===== src/hdl/mrt_pkg.sv =====
// Shared types and constants of the mapped region table.
package mrt_pkg;
  localparam int SLOTS_DEF = 16;
  localparam int PAGE_DEF = 4096;

  localparam logic [1:0] ACT_MAP = 2'd0;
  localparam logic [1:0] ACT_UNMAP = 2'd1;
  localparam logic [1:0] ACT_PROTECT = 2'd2;
  localparam logic [1:0] ACT_LOOKUP = 2'd3;

  localparam logic [2:0] ST_OK = 3'd0;
  localparam logic [2:0] ST_BADARG = 3'd1;
  localparam logic [2:0] ST_NOSPACE = 3'd2;
  localparam logic [2:0] ST_FULL = 3'd3;
  localparam logic [2:0] ST_NOTFOUND = 3'd4;
  localparam logic [2:0] ST_BADHANDLE = 3'd5;

  localparam logic CFG_START = 1'b0;
  localparam logic CFG_LIMIT = 1'b1;

  localparam logic signed [8:0] NO_FILE = -9'sd1;

  // one stored region
  typedef struct packed {
    logic used;
    logic [31:0] base;
    logic [31:0] len;
    logic [3:0] flags;
    logic [2:0] prot;
    logic signed [8:0] file;
    logic [31:0] foff;
  } region_t;

  // one beat that travels the chain of cells
  typedef struct packed {
    logic valid;
    logic [1:0] op;         // CELL_* code
    logic [32:0] va;        // candidate start or probe address
    logic [32:0] len;       // rounded length, 1 for a point probe or 0 for an empty probe
    logic hit;              // first match found
    logic free_found;       // a free slot was seen
    logic moved;            // candidate moved this pass
    region_t hit_reg;       // copy of the matching region
    logic [32:0] rend;      // end of first overlapping region
  } probe_t;

  localparam logic [1:0] CELL_CONTAIN = 2'd0;  // find containing region
  localparam logic [1:0] CELL_OVERLAP = 2'd1;  // find first overlapping region
  localparam logic [1:0] CELL_WRITE = 2'd2;    // write first free slot
  localparam logic [1:0] CELL_UPDATE = 2'd3;   // rewrite the first container

  // edit applied by the update pass
  typedef struct packed {
    logic [1:0] kind;       // EDIT_* code
    logic [31:0] addr;
    logic [31:0] len;
    logic [2:0] prot;
  } edit_t;

  localparam logic [1:0] EDIT_FREE = 2'd0;
  localparam logic [1:0] EDIT_TRIM = 2'd1;
  localparam logic [1:0] EDIT_CUT = 2'd2;
  localparam logic [1:0] EDIT_PROT = 2'd3;
endpackage


===== src/hdl/mrt_cell.sv =====
// One slot of the region table; checks and edits the beat passing through.
module mrt_cell
  import mrt_pkg::*;
(
  input  logic clk,
  input  logic rst,
  input  probe_t pin,
  input  region_t wdata,
  input  edit_t edit,
  output probe_t pout
);
  region_t r;
  region_t r_next;
  probe_t p;
  logic [32:0] rend;
  logic contains;
  logic overlap;

  always_comb begin
    rend = {1'b0, r.base} + {1'b0, r.len};
    contains = r.used && ({1'b0, r.base} <= pin.va) && (pin.va + pin.len <= rend);
    overlap = r.used && (pin.va < rend) && (pin.va + pin.len > {1'b0, r.base});
    p = pin;
    r_next = r;
    if (pin.valid && !pin.hit) begin
      case (pin.op)
        CELL_CONTAIN: begin
          if (contains) begin
            p.hit = 1'b1;
            p.hit_reg = r;
          end
        end
        CELL_OVERLAP: begin
          if (overlap) begin
            p.hit = 1'b1;
            p.rend = rend;
          end
          if (!r.used) p.free_found = 1'b1;
        end
        CELL_WRITE: begin
          if (!r.used) begin
            p.hit = 1'b1;
            r_next = wdata;
          end
        end
        CELL_UPDATE: begin
          if (contains) begin
            p.hit = 1'b1;
            case (edit.kind)
              EDIT_FREE: begin
                r_next.used = 1'b0;
                r_next.file = NO_FILE;
              end
              EDIT_TRIM: begin
                r_next.base = r.base + edit.len;
                r_next.len = r.len - edit.len;
                r_next.foff = r.foff + edit.len;
              end
              EDIT_CUT: r_next.len = edit.addr - r.base;
              default: r_next.prot = edit.prot;
            endcase
            p.hit_reg = r_next;
          end
        end
        default: ;
      endcase
    end
  end

  always_ff @(posedge clk) begin
    if (rst) begin
      r.used <= 1'b0;
      r.file <= NO_FILE;
      pout.valid <= 1'b0;
    end else begin
      r.used <= r_next.used;
      r.file <= r_next.file;
      pout.valid <= p.valid;
    end
    r.base <= r_next.base;
    r.len <= r_next.len;
    r.flags <= r_next.flags;
    r.prot <= r_next.prot;
    r.foff <= r_next.foff;
    pout.op <= p.op;
    pout.va <= p.va;
    pout.len <= p.len;
    pout.hit <= p.hit;
    pout.free_found <= p.free_found;
    pout.moved <= p.moved;
    pout.hit_reg <= p.hit_reg;
    pout.rend <= p.rend;
  end
endmodule


===== config.mk =====
export PLATFORM = sky130hd
export DESIGN_NAME = mrt_cell
export DESIGN_NICKNAME = d
export VERILOG_FILES = /design/src/hdl/mrt_pkg.sv /design/src/hdl/mrt_cell.sv
export SDC_FILE = /design/constraint.sdc
export NUM_CORES = 1
export LEC_CHECK = 0
export ABC_AREA = 1
export BUFFER_PORTS_ARGS = -buffer_cell sky130_fd_sc_hd__buf_2
export CAP_MARGIN = 20
export CORE_MARGIN = 1.5
export CORE_UTILIZATION = 50
export DETAILED_ROUTE_END_ITERATION = 12
export MAX_ROUTING_LAYER = met4
export PLACE_DENSITY = 0.75
export SLEW_MARGIN = 20
export SYNTH_ARGS = -nofsm -noshare
export SYNTH_HDL_FRONTEND = slang
export SYNTH_SLANG_ARGS = --single-unit

===== constraint.sdc =====
create_clock -name clk -period 17.1 [get_ports clk]
set_input_delay 3.42 -clock clk [delete_from_list [all_inputs] [get_ports clk]]
set_output_delay 3.42 -clock clk [all_outputs]
set_load 0.005 [all_outputs]

==> run_results.csv <==
group,metric,value,unit
run_status,outcome,"completed",
critical_path,start_kind,"input pin",
power,p_leak,0.0174,uW
drt,drt_iter0_markers,2330,
drt,vias_per_cell,5.47,
grt,grt_pass1_vias,28100,
timing,slew_viol_final,0,
synthesis,synth-seq-area-share,27.6,%
synthesis,syn_area_per_cell,6.83,sq um
critical_path,slowest_delay,0.71,ns
cts,cts_sinks,331,
critical_path,crit_required,17.31,ns
grt,grt_pass1_wl,155,mm
critical_path,slowest_stage,"buf_4",
timing,fin_crit_sh,59.0,%
cts,post-cts-setup-buffer-count,0,
power,p_per_area,74.2,nW/um^2
grt,antenna_found_initial,29,
final_layout,final_layout_size_suffix_gt1_share,18.6,%
die,die_area,57000,sq um
critical_path,critical_path_class,"in -> reg",
placed_design,place_area,31500,sq um
cts,clock_latency,0.59,ns
synthesis,yosysTopAreaCellShare,16.4,%
cts,cts_tree,"built",
timing,hold_viol_final,0,
job,maxCapViolations,0,
drt,drc_errors,0,
critical_path,crit_fanout,53,
synthesis,synth_top_area_cell,"dfxtp_1",
synthesis,ys_warn_count,0,
synthesis,synth_seq_cells,331,
die,dieHeight,239,um
final_layout,layout.nets,5353,
die,start_util,50.5,%
synthesis,synth.cell_area,27800,sq um
synthesis,synthCells,4066,
die,io_pins,620,
synthesis,async_flop_share,0,%
synthesis,synthTopCellsByArea,"dfxtp_1, ha_1, edfxtp_1",
drt,ant_nets,0,
drt,via_count,29700,
synthesis,synth_edf_count,103,
critical_path,crit_arrival,10.29,ns
cts,h-tree-depth,2,
grt,grt-ovfl-total,0,
cts,clockBufferDepth,3,
placed_design,dp_hpwl,82.9,mm
critical_path,crit_top_cell,"nand2_1",
cts,path_clk_slew,0.06,ns
cts,cts_resized,0,
grt,grt_max_degree,99,
synthesis,ys.flop_type,"dfxtp_1",
critical_path,critPathCaptureType,"flip-flop",
final_layout,syn2layout_area_growth,18.2,%
synthesis,mappedNetlistNets,4795,
cts,cts_buffers,38,
drt,firstDrtPassIters,6,
die,die_w,239,um
die,core-area,55000,sq um
timing,worstMarginPinSlew,1.10,ns
placed_design,routabilityCongestion,0.973,
grt,grt_util_all_layers,36.4,%
timing,setup_viol,0,
cts,cts_hold_buf,0,
die,rows,86,
timing,skew,0.0277,ns
placed_design,port_buffers,619,
drt,wl,104,mm
drt,wl_per_cell,19.2,um
critical_path,r2r_slack,9.45,ns
timing,rsz0062_at_grt,"false",
timing,max_freq,99.2,MHz
timing,timing.slew.headroom,26.9,%
min_path,min_path_type,"reg -> reg",
timing,fin_tns_setup,0,ns
final_layout,fin_area,32800,sq um
timing,period_needed,10.08,ns
cts,root_buffer,"clkbuf_16",
power,ir_drop,0.0614,mV
synthesis,synth_cell_type_count,60,
==> layer usage <==
metal,GRT usage (%),up-vias,routed length (um)
met5,-,-,0
met4,12.6,0,3400
met3,5.62,188,8460
met2,60.7,1219,49200
met1,44.8,13600,43100
li1,-,14700,-
==> synthesized netlist by cell type (all sizes together) (2+ instances only) <==
library cell and count:
nor3 32, and3 2, ha 321, a31oi 17, or2 129, xnor2 30
a21boi 19, o211ai 68, clkbuf 88, a211oi 8, edfxtp 103, a221oi 5
inv 575, o21ai 317, nand3b 14, o2111ai 6, a31o 5, o221ai 10
o31ai 4, xor2 61, nand2 817, o211a 3, dfxtp 228, a21oi 338
nor3b 4, fa 6, nand3 292, clkinv 2, o21a 21, nor2 403
nand4 42, nor4 18, buf 32, a2111oi 4, a21o 17, o21bai 19
==> where the power goes <==
group          internal (uW)  switching [uW]  leakage, uW  total, uW
registers                857            22.3      0.00286        879
logic                    270             441       0.0139        710
clock network            491             356     0.000627        846
total                   1620             819       0.0174       2440
==> cell type report <==
type,count,area [sq um]
Timing Repair Buffer,638,3240
Clock buffer,53,1120
Fill cell,5468,22200
Tap cell,748,936
Clock inverter,15,155
Inverter,577,2170
Sequential cell,331,7660
Multi-Input combinational cell,3038,17500
Antenna cell,34,85.1
==> flip-flops by register name, indices dropped and copies added (netlist names) <==
register  flops
pout        218
r           113
==> cell families after synthesis <==
| family | count (synthesis) | synth area share, % |
|---|---|---|
| compound gates | 865 | 17.6 |
| xor+xnor | 91 | 2.87 |
| fa+ha+maj | 327 | 14.9 |
| buf+inv | 697 | 9.64 |
| flops | 331 | 27.6 |
| simple gates | 1755 | 27.4 |
==> cell usage in the layout, fill, tap and decap left out, drive strengths merged, types with 68 or more instances in the layout <==
master | netlist | routed
a21oi | 338 | 338
buf | 32 | 638
dfxtp | 228 | 228
edfxtp | 103 | 103
ha | 321 | 321
inv | 575 | 574
nand2 | 817 | 817
nand3 | 292 | 292
nor2 | 403 | 403
o211ai | 68 | 68
o21ai | 317 | 317
or2 | 129 | 129
==> final timing paths <==
kind / start / end / cells past startpoint
max: pin[184] / r[18]$_DFFE_PP_ / 30
min: r[37]$_SDFFE_PP1P_ / r[37]$_SDFFE_PP1P_ / 2
max reg2reg: r[81]$_DFFE_PP_ / r[18]$_DFFE_PP_ / 27
min reg2reg: r[37]$_SDFFE_PP1P_ / r[37]$_SDFFE_PP1P_ / 2
==> metrics by stage <==
step	hold slack [ns]	util, %	instances	worst slack [ns]	power (uW)
3_3_place_gp	0.468	57.2	5332	6.67	1580
5_1_grt	0.523	59.7	5429	6.56	2560
6_report	0.491	59.7	5434	7.02	2440
2_1_floorplan	0.440	-	4066	7.43	1350
4_1_cts	0.490	59.6	5400	7.13	2430
3_5_place_dp	0.464	57.2	5332	6.59	1590
==> worst max-delay path: cells and delay by family <==
| family | cells | cell delay (ns) |
|---|---|---|
| and+or+nand+nor | 19 | 3.04 |
| buffers and inverters | 3 | 1.54 |
| AOI/OAI and AO/OA | 6 | 1.52 |
| adders and majority gates | 2 | 0.67 |
Power figures use the tool's default switching activity.
